$ cat src/ffha_pkg.sv
// package for the first-fit heap allocator: codes, states, ctrl/dp structs
// no dependencies
package ffha_pkg;
  localparam logic [1:0] CMD_INIT  = 2'd0;
  localparam logic [1:0] CMD_ALLOC = 2'd1;
  localparam logic [1:0] CMD_FREE  = 2'd2;

  localparam logic [2:0] ST_OK    = 3'd0;
  localparam logic [2:0] ST_ZERO  = 3'd1;
  localparam logic [2:0] ST_NOFIT = 3'd2;
  localparam logic [2:0] ST_BAD   = 3'd3;
  localparam logic [2:0] ST_FULL  = 3'd4;

  localparam logic [31:0] HEAP_SIZE_RESET = 32'd20971520;

  typedef enum logic [3:0] {
    S_IDLE, S_CLR, S_SCAN, S_RD, S_DECIDE, S_SHL, S_SHR, S_DONE
  } state_t;

  // controller to datapath
  typedef struct packed {
    logic load;     // capture command
    logic clr;      // clear table (init)
    logic scan;     // scan phase: the entry at the scan index is read
    logic rd;       // test the entry just read
    logic decide;   // apply the decision
    logic shl;      // one step of a left shift
    logic shr;      // one step of a right shift
    logic done;     // emit result
  } ctrl_t;

  // datapath to controller
  typedef struct packed {
    logic scan_end;   // scan finished
    logic need_shl;
    logic need_shr;
    logic shift_end;
    logic bad_early;  // result known without scan
  } stat_t;
endpackage

$ cat src/ffha_ctrl.sv
// controller state machine of the heap allocator
// depends on ffha_pkg
module ffha_ctrl (
  input  logic            clk,
  input  logic            rst_n,
  input  logic            start,
  input  ffha_pkg::stat_t st,
  output ffha_pkg::ctrl_t ctl,
  output logic            busy
);
  import ffha_pkg::*;

  state_t state_r, state_nxt;

  always_ff @(posedge clk) begin
    if (!rst_n) state_r <= S_IDLE;
    else state_r <= state_nxt;
  end

  always_comb begin
    state_nxt = state_r;
    case (state_r)
      S_IDLE:   if (start) state_nxt = S_CLR;
      S_CLR:    state_nxt = st.bad_early ? S_DONE : S_SCAN;
      S_SCAN:   state_nxt = S_RD;
      S_RD:     state_nxt = st.scan_end ? S_DECIDE : S_SCAN;
      S_DECIDE: begin
        if (st.need_shl) state_nxt = S_SHL;
        else if (st.need_shr) state_nxt = S_SHR;
        else state_nxt = S_DONE;
      end
      S_SHL:    if (st.shift_end) state_nxt = S_DONE;
      S_SHR:    if (st.shift_end) state_nxt = S_DONE;
      S_DONE:   state_nxt = S_IDLE;
      default:  state_nxt = S_IDLE;
    endcase
  end

  always_comb begin
    ctl = '0;
    busy = (state_r != S_IDLE);
    case (state_r)
      S_IDLE:   ctl.load = start;
      S_CLR:    ctl.clr = 1'b1;
      S_SCAN:   ctl.scan = 1'b1;
      S_RD:     ctl.rd = 1'b1;
      S_DECIDE: ctl.decide = 1'b1;
      S_SHL:    ctl.shl = 1'b1;
      S_SHR:    ctl.shr = 1'b1;
      S_DONE:   ctl.done = 1'b1;
      default:  ctl = '0;
    endcase
  end
endmodule

$ cat config.mk
export PLATFORM = sky130hd
export DESIGN_NAME = ffha_ctrl
export DESIGN_NICKNAME = d
export VERILOG_FILES = /design/src/ffha_pkg.sv /design/src/ffha_ctrl.sv
export SDC_FILE = /design/constraint.sdc
export NUM_CORES = 1
export LEC_CHECK = 0
export BUFFER_PORTS_ARGS = -buffer_cell sky130_fd_sc_hd__buf_2
export CAP_MARGIN = 20
export CORE_AREA = 10 10 47 49
export DETAILED_ROUTE_END_ITERATION = 16
export DIE_AREA = 0 0 57 59
export PLACE_DENSITY = 0.54
export SLEW_MARGIN = 0
export SYNTH_ARGS = -nofsm -noshare
export SYNTH_HDL_FRONTEND = slang
export SYNTH_SLANG_ARGS = --single-unit
$ cat constraint.sdc
create_clock -name clk -period 1.15 [get_ports clk]
set_clock_uncertainty 0.05 [all_clocks]
set_input_delay 0.0575 -clock clk [delete_from_list [all_inputs] [get_ports clk]]
set_output_delay 0.0575 -clock clk [all_outputs]
set_load 0.02 [all_outputs]
==> flow_summary.toml, run 1 <==
[worst_setup_path]
cp_slowest_cell = "sky130_fd_sc_hd__or3_4"
critical_path.endpoint_type = "primary output"
slowest_stage_delay_cp_ps = 380
critical_path_peak_fanout = 6
crit_path_cell_trace = "or3_4 > nor2_4 > buf_6"
worstPathArrival_ps = 1180
setup.worst_path.start_class = "flip-flop"
cp_top_family = "simple AND/OR/NAND/NOR gates"
critical_path_buf_inv_count = 1
worst-setup-path-type = "flip-flop to primary output"
critical_path_required_ps = 1040

[route]
drtIter0Drc = 0
routed_wl_um = 944
routed_length_per_placed_instance_um = 12.9
via_count = 340
dr.pass1.iters = 1
vias_per_cell = 4.66
drtAntennaViolNets = 0
post-route-drc-count = 0

[yosys]
synthSimpleGateAreaFrac_pct = 41.6
syn_nets = 42
synth_top_flop_cell = "sky130_fd_sc_hd__dfxtp_1"
synth_top_family_by_area = "simple AND/OR/NAND/NOR gates"
synth_xor_area_share_pct = 0
synthArstFlopShare_pct = 0
synth.area.mux_share_pct = 3.90
synth-edff-count = 0
post_synth_instance_area_um2 = 289
synth_adder_area_share_pct = 0
post_synth_inst_count = 34
synth.ff_latch_count = 3
synth_compound_area_share_pct = 26.4
synthesis.area_per_instance_um2 = 8.50
ys_seq_area_share_pct = 20.8
yosys.cell_types.count = 21
synthesis.yosys.warnings = 0

[sta]
setup_tns_ps = -744
final.min_clock_period_ps = 1290
fin_hold_ws_ps = 86.1
rsz0062_at_grt = "yes"
fmaxAchievable_mhz = 776
worst_pin_slew_ps = 240
finalSetupViolations = 11
timing.final.max_slew_violations = 0
relSlewSlack_pct = 84.0
layout_setup_ws_ps = -139
report.final.hold_viol_count = 0
timing.final.crit_share_pct = 112

[final_layout]
layout_commonest_cell = "sky130_fd_sc_hd__buf_2"
largest_registers = "state_r x3"
register_area_um2 = 68.8
final_layout_size_suffix_gt1_share_pct = 68.4
multi_input_area_um2 = 246
top_register = "state_r"
finish.utilization_pct = 36.9
fin_cells = 73
fill_cells = 161
antenna-diode-count = 0
most-common-layout-cells = "sky130_fd_sc_hd__buf_2 (10), sky130_fd_sc_hd__buf_4 (9), sky130_fd_sc_hd__and3b_1 (3), sky130_fd_sc_hd__clkbuf_4 (3), sky130_fd_sc_hd__buf_6 (3)"
final_net_count = 66
flip_flop_count_of_the_largest_register_after_layout = 3
area_delta_synth_final_pct = 78.8

[floorplan]
area_of_the_die_um2 = 3360
starting_utilization_of_the_core_area_pct = 20.6
row_cnt = 14
dieWidth_um = 57
design.core.area_um2 = 1400
design.portCount = 17
die_h_um = 59

[place]
gp_congestion = 0.794
count_of_input_and_output_buffers = 16
place_inst = 67
preCtsSetupSlack_ps = -42.9

[pwr]
leakage_nw = 0.247
powerDensity_nw_per_um2 = 1590
peakVddDrop_mv = 0.419

[clocking]
clock_tree_from_tritoncts = "built"
clockRootBuffer = "sky130_fd_sc_hd__clkbuf_4"
worst_setup_hold_path_clk_slew_ps = 50
worst_skew_pair.late_latency_ps = 240
clock_path_buffers = 2
cts_made_buffers = 3
htree_num_levels = 1
clock-sinks = 3

[global_route]
globalRoute.totalOverflow = 0
grt_antenna_before_repair = 0
first_global_vias = 341
grt_first_pass_wirelength_um = 1550
grt_start_max_net_pins = 11
track_usage_pct = 5.92

[worst_hold_path]
min_path_type = "input pin to flip-flop"

[outcome]
violations = "negative setup slack"
status = "finished with violations"

[job]
cap_violations = 0
==> metal layers <==
metal  part of all wire (%)  routed length (um)  track usage [%]  vias to the layer above
met1                     42                 398             6.05                      156
li1                       -                   -                -                      172
met3                    6.0                  57             2.36                        2
met2                     49                 464             8.37                       10
met4                    2.5                  24             7.05                        0
met5                      0                   0                0                        -
==> power breakdown <==
part | switching, mW | leakage (nW) | internal, mW
Sequential | 0.0317 | 0.0264 | 0.137
Combinational | 0.234 | 0.206 | 0.225
Clock | 0.0632 | 0.0150 | 0.131
Total | 0.329 | 0.247 | 0.493
==> final timing paths <==
check | startpoint | end | slack (ps) | cells after the start
hold / removal | st[4] | state_r[1]$_SDFFE_PN0P_ | 90 | 4
setup / recovery | state_r[1]$_SDFFE_PN0P_ | ctl[7] | -140 | 3
setup reg to reg | state_r[1]$_SDFFE_PN0P_ | state_r[0]$_SDFFE_PN0P_ | -90 | 3
hold reg to reg | state_r[0]$_SDFFE_PN0P_ | state_r[0]$_SDFFE_PN0P_ | 570 | 3
==> synth_stat cells (2+ instances only) <==
cell type                  n  area share, %
sky130_fd_sc_hd__and3b_1   3            9.1
sky130_fd_sc_hd__dfxtp_1   3             21
sky130_fd_sc_hd__nor2_1    3            3.9
sky130_fd_sc_hd__nor3b_1   3            7.8
sky130_fd_sc_hd__buf_2     2            3.5
sky130_fd_sc_hd__nand3b_1  2            5.2
sky130_fd_sc_hd__nor2b_1   2            4.3
sky130_fd_sc_hd__o211ai_2  2            8.7
sky130_fd_sc_hd__o31ai_1   2            5.2
==> cells by family after synthesis <==
kind of cell	count (synthesis)
DFF	3
muxes	1
buffers and inverters	4
and+or+nand+nor	17
AOI/OAI and AO/OA	9
==> tightest hold or removal path: stages <==
cell and delay [ps]:
sky130_fd_sc_hd__buf_2 80, sky130_fd_sc_hd__o211ai_1 70, sky130_fd_sc_hd__o31ai_1 60, sky130_fd_sc_hd__o21ai_1 60
==> layout make-up <==
class | instances | area share [%]
multi-input combinational | 27 | 47.7
inverter | 1 | 0.726
sequential | 3 | 13.3
timing repair buffer | 22 | 29.3
clock buffer | 4 | 5.08
tap | 16 | 3.87
==> through the flow <==
step	cell area (um2)	total power [mW]
after global routing	517	0.897
after floorplan	332	0.471
after global placement	432	0.567
after CTS	499	0.806
final	517	0.822
after detailed placement	432	0.568
==> what timing repair did <==
action / CTS / global route
buffers inserted: 2 / 0
pin swaps: 5 / 1
hold buffers: 0 / 0
resized for setup: 10 / 4
endpoints found under the setup margin: 12 / 12
Power figures use the tool's default switching activity.
==> inputs of run 2 (changes only) <==
Settings changed: CTS_BUF_LIST from default to sky130_fd_sc_hd__clkbuf_4.
==> flow_summary.toml, run 2 (synthesis gave the netlist of run 1 again) <==
[outcome]
status = "finished with violations"
violations = "negative setup slack"

[place]
gp_congestion = 0.794
count_of_input_and_output_buffers = 16
place_inst = 67
placed_cell_area_um2 = 432
preCtsSetupSlack_ps = -42.9

[sta]
final.min_clock_period_ps = 1280
rsz0062_at_grt = "yes"
timing.final.max_slew_violations = 0
report.final.hold_viol_count = 0
fmaxAchievable_mhz = 779
worst_pin_slew_ps = 240
layout_setup_ws_ps = -133
fin_hold_ws_ps = 94.4
setup_tns_ps = -723
relSlewSlack_pct = 84.0
finalSetupViolations = 11
timing.final.crit_share_pct = 112

[final_layout]
finish.utilization_pct = 37.1
area_delta_synth_final_pct = 80.1
layout_commonest_cell = "sky130_fd_sc_hd__buf_2"
largest_registers = "state_r x3"
top_register = "state_r"
fin_cells = 73
final_layout_size_suffix_gt1_share_pct = 70.2
most-common-layout-cells = "sky130_fd_sc_hd__buf_2 (10), sky130_fd_sc_hd__buf_4 (9), sky130_fd_sc_hd__clkbuf_4 (4), sky130_fd_sc_hd__and3b_1 (3), sky130_fd_sc_hd__buf_6 (3)"
antenna-diode-count = 0
final_net_count = 66
design_area_um2 = 520
flip_flop_count_of_the_largest_register_after_layout = 3

[clocking]
htree_num_levels = 1
clockRootBuffer = "sky130_fd_sc_hd__clkbuf_4"
clock-sinks = 3
clock_tree_from_tritoncts = "built"
clock_path_buffers = 2
cts_made_buffers = 3
worst_setup_hold_path_clk_slew_ps = 40
worst_skew_pair.late_latency_ps = 240
cts.hold.buffers_added = 0

[global_route]
globalRoute.totalOverflow = 0
grt_antenna_before_repair = 0
track_usage_pct = 5.87
grt_start_max_net_pins = 11
first_global_vias = 336
grt_first_pass_wirelength_um = 1520

[pwr]
switching_share_pct = 38.7
power_frac_seq_pct = 20.0
leakage_nw = 0.251
p_sw_uw = 326
clkPwrFrac_pct = 25.3
internal-power_uw = 516
peakVddDrop_mv = 0.467
comb_power_share_pct = 54.7
total_power_uw = 842
powerDensity_nw_per_um2 = 1620

[route]
post-route-drc-count = 0
vias_per_cell = 4.63
via_count = 338
routed_wl_um = 928
drtIter0Drc = 1
drtAntennaViolNets = 0
dr.pass1.iters = 2
routed_length_per_placed_instance_um = 12.7

[worst_setup_path]
worstPathArrival_ps = 1180
critical_path_buf_inv_count = 1
worst_r2r_endpoint = "state_r[2]$_SDFFE_PN0P_"
setup.worst_path.start_class = "flip-flop"
cp_slowest_cell = "sky130_fd_sc_hd__or3_4"
worst-setup-path-type = "flip-flop to primary output"
worstReg2RegStart = "state_r[1]$_SDFFE_PN0P_"
crit_path_end = "ctl[7]"
critical_path_peak_fanout = 6
slowest_stage_delay_cp_ps = 380
timing.critical_path.from = "state_r[1]$_SDFFE_PN0P_"
worstSetupPathDepth = 3
worstRegToRegCells = 3
crit_path_cell_trace = "or3_4 > nor2_4 > buf_6"
timing.reg2reg.setup_slack_ps = -80
critical_path_required_ps = 1040
critical_path.endpoint_type = "primary output"
cp_top_family = "simple AND/OR/NAND/NOR gates"

[floorplan]
design.portCount = 17
die_h_um = 59
dieWidth_um = 57
row_cnt = 14
starting_utilization_of_the_core_area_pct = 20.6
area_of_the_die_um2 = 3360
design.core.area_um2 = 1400

[worst_hold_path]
min_path_type = "input pin to flip-flop"

[job]
cap_violations = 0
run 2: layout make-up:
| cell class | count | area (um2) |
|---|---|---|
| fillers | 163 | 881 |
| inverters | 1 | 3.75 |
| clock buffers | 4 | 30.0 |
| well taps | 16 | 20.0 |
| flip-flops and latches | 3 | 68.8 |
| repair buffers | 22 | 151 |
| multi-input cells | 27 | 246 |
run 2: worst register-to-register path: stages (launching register included):
cell	delay, ps
sky130_fd_sc_hd__dfxtp_4	350
sky130_fd_sc_hd__buf_4	140
sky130_fd_sc_hd__or4b_4	530
sky130_fd_sc_hd__o211ai_2	80
run 2: repair_timing:
| item | in CTS | in global routing |
|---|---|---|
| buffers inserted | 2 | 0 |
| pin swaps | 5 | 1 |
| endpoints found under the setup margin | 12 | 12 |
| cloned | 0 | 0 |
| gates resized for setup | 10 | 4 |
run 2: worst min path at each step:
stage	start	depth (start not counted)	end
floorplan	rst_n	2	state_r[2]$_SDFFE_PN0P_
finish	st[4]	4	state_r[1]$_SDFFE_PN0P_
global route	rst_n	3	state_r[2]$_SDFFE_PN0P_
CTS	st[2]	3	state_r[0]$_SDFFE_PN0P_
detailed placement	rst_n	3	state_r[2]$_SDFFE_PN0P_
global placement	rst_n	3	state_r[2]$_SDFFE_PN0P_
run 2: power groups by stage:
stage | Sequential (mW) | Combinational (mW) | Clock (mW)
detailed placement | 0.168 | 0.400 | 0
global placement | 0.167 | 0.400 | 0
finish | 0.168 | 0.460 | 0.213
CTS | 0.167 | 0.446 | 0.217
global route | 0.175 | 0.499 | 0.241
floorplan | 0.164 | 0.307 | 0
run 2: metal layers:
metal,vias to the layer above,GRT usage [%],wire length [um]
met5,-,0,0
met4,0,7.05,26
met2,10,8.37,457
li1,173,-,-
met1,153,5.93,389
met3,2,2.36,55
==> inputs of run 3 (changes only) <==
Settings changed: PLACE_DENSITY 0.54 to 0.53.
Clock period 1.15 ns to 1.2 ns, I/O delays scaled along.
==> flow_summary.toml, run 3 (synthesis gave the netlist of run 1 again) <==
[worst_setup_path]
critical_path_peak_fanout = 3
critical_path.most_common_cell = "sky130_fd_sc_hd__buf_6"
worst_r2r_endpoint = "state_r[2]$_SDFFE_PN0P_"
crit_path_cell_trace = "buf_6 > or3_4 > nor2_4 > buf_6"
timing.reg2reg.setup_slack_ps = -40
cp_slowest_cell = "sky130_fd_sc_hd__dfxtp_4"
slowest_stage_delay_cp_ps = 340
worst-setup-path-type = "flip-flop to primary output"
critical_path.endpoint_type = "primary output"
worstRegToRegCells = 4
critical_path_required_ps = 1090
worstReg2RegStart = "state_r[1]$_SDFFE_PN0P_"
worstPathArrival_ps = 1230
setup.worst_path.start_class = "flip-flop"

[final_layout]
finish.utilization_pct = 42.6
flip_flop_count_of_the_largest_register_after_layout = 3
largest_registers = "state_r x3"
design_area_um2 = 597
layout_commonest_cell = "sky130_fd_sc_hd__buf_6"
top_register = "state_r"
most-common-layout-cells = "sky130_fd_sc_hd__buf_6 (11), sky130_fd_sc_hd__buf_4 (8), sky130_fd_sc_hd__buf_2 (7), sky130_fd_sc_hd__clkbuf_4 (4), sky130_fd_sc_hd__and3b_1 (3)"
final_net_count = 70
final_layout_size_suffix_gt1_share_pct = 75.4
area_delta_synth_final_pct = 106
antenna-diode-count = 0
fill_cells = 143

[pwr]
leakage_nw = 0.281
peakVddDrop_mv = 0.810
powerDensity_nw_per_um2 = 1550

[route]
routed_length_per_placed_instance_um = 13.2
routed_wl_um = 1010
dr.pass1.iters = 2
via_count = 353
vias_per_cell = 4.58
drtAntennaViolNets = 0
post-route-drc-count = 0
drtIter0Drc = 2

[global_route]
first_global_vias = 361
grt_first_pass_wirelength_um = 1670
track_usage_pct = 6.10
globalRoute.totalOverflow = 0
grt_start_max_net_pins = 11
grt_antenna_before_repair = 0

[floorplan]
area_of_the_die_um2 = 3360
row_cnt = 14
dieWidth_um = 57
starting_utilization_of_the_core_area_pct = 20.6
die_h_um = 59
design.core.area_um2 = 1400
design.portCount = 17

[outcome]
status = "finished with violations"
violations = "negative setup slack"

[worst_hold_path]
min_path_type = "input pin to flip-flop"
hold_startpoint = "rst_n"
hold-path-cell-count = 3
worstHoldEndpoint = "state_r[2]$_SDFFE_PN0P_"

[clocking]
clockRootBuffer = "sky130_fd_sc_hd__clkbuf_4"
htree_num_levels = 1
cts_made_buffers = 3
worst_setup_hold_path_clk_slew_ps = 30
clock_path_buffers = 2
clock_tree_from_tritoncts = "built"
clock-sinks = 3
worst_skew_pair.late_latency_ps = 230

[sta]
layout_setup_ws_ps = -142
worst_pin_slew_ps = 238
report.final.hold_viol_count = 0
fmaxAchievable_mhz = 745
rsz0062_at_grt = "yes"
finalSetupViolations = 11
relSlewSlack_pct = 84.0
setup_tns_ps = -650
timing.final.max_slew_violations = 0
timing.final.crit_share_pct = 112
final.min_clock_period_ps = 1340

[job]
cap_violations = 0

[place]
placed_cell_area_um2 = 439
count_of_input_and_output_buffers = 16
gp_congestion = 0.743
[run 3: cell count changes in the layout (fill, tap and decap cells not counted), sizes merged]
cell  change
buf       +4
[run 3: stage by stage]
step	instances	hold WS (ps)	setup slack (ps)	total power, mW
after floorplan	34	189	-17.5	0.417
after global placement	69	321	-46.2	0.551
after detailed placement	69	328	-26.4	0.552
after CTS	76	86.2	-152	0.895
after global routing	77	119	-185	0.989
final	77	112	-142	0.926
[run 3: worst max path at each step]
stage	from	end	slack, ps
after floorplan	state_r[0]$_SDFFE_PN0P_	ctl[6]	-20
after global placement	state_r[2]$_SDFFE_PN0P_	state_r[0]$_SDFFE_PN0P_	-50
after detailed placement	state_r[2]$_SDFFE_PN0P_	state_r[0]$_SDFFE_PN0P_	-30
after CTS	state_r[1]$_SDFFE_PN0P_	ctl[7]	-150
after global routing	state_r[1]$_SDFFE_PN0P_	ctl[7]	-180
final	state_r[1]$_SDFFE_PN0P_	ctl[7]	-140
[run 3: what timing repair did]
| action | in CTS | in global routing |
|---|---|---|
| gates cloned | 1 | 0 |
| gates resized for setup | 24 | 6 |
| setup buffers | 2 | 1 |
| endpoints found under the setup margin | 11 | 12 |
| hold buffers | 0 | 0 |
| pin swaps | 6 | 4 |
[run 3: power by group]
| group | switching (mW) | internal (mW) |
|---|---|---|
| Clock | 0.0520 | 0.147 |
| Sequential | 0.0301 | 0.130 |
| Combinational | 0.260 | 0.307 |
| Total | 0.342 | 0.584 |
[run 3: critical path, delay by kind of cell (launching register included)]
family	cells	cell delay, ps
and+or+nand+nor	2	430
DFF	1	340
buffers and inverters	2	230
[run 3: final cells by class]
cell class / count / area, um2 / share of cell area [%]
inverters: 1 / 3.75 / 0.629
well taps: 16 / 20.0 / 3.35
multi-input cells: 27 / 258 / 43.2
flip-flops and latches: 3 / 66.3 / 11.1
repair buffers: 26 / 219 / 36.7
clock buffers: 4 / 30.0 / 5.03
[run 3: per-layer routing]
layer | GRT usage [%] | up-vias | wire length (um)
met1 | 6.78 | 160 | 449
met3 | 3.43 | 0 | 58
met2 | 9.61 | 10 | 505
li1 | - | 183 | -
met4 | 2.01 | 0 | 0
met5 | 0 | - | 0
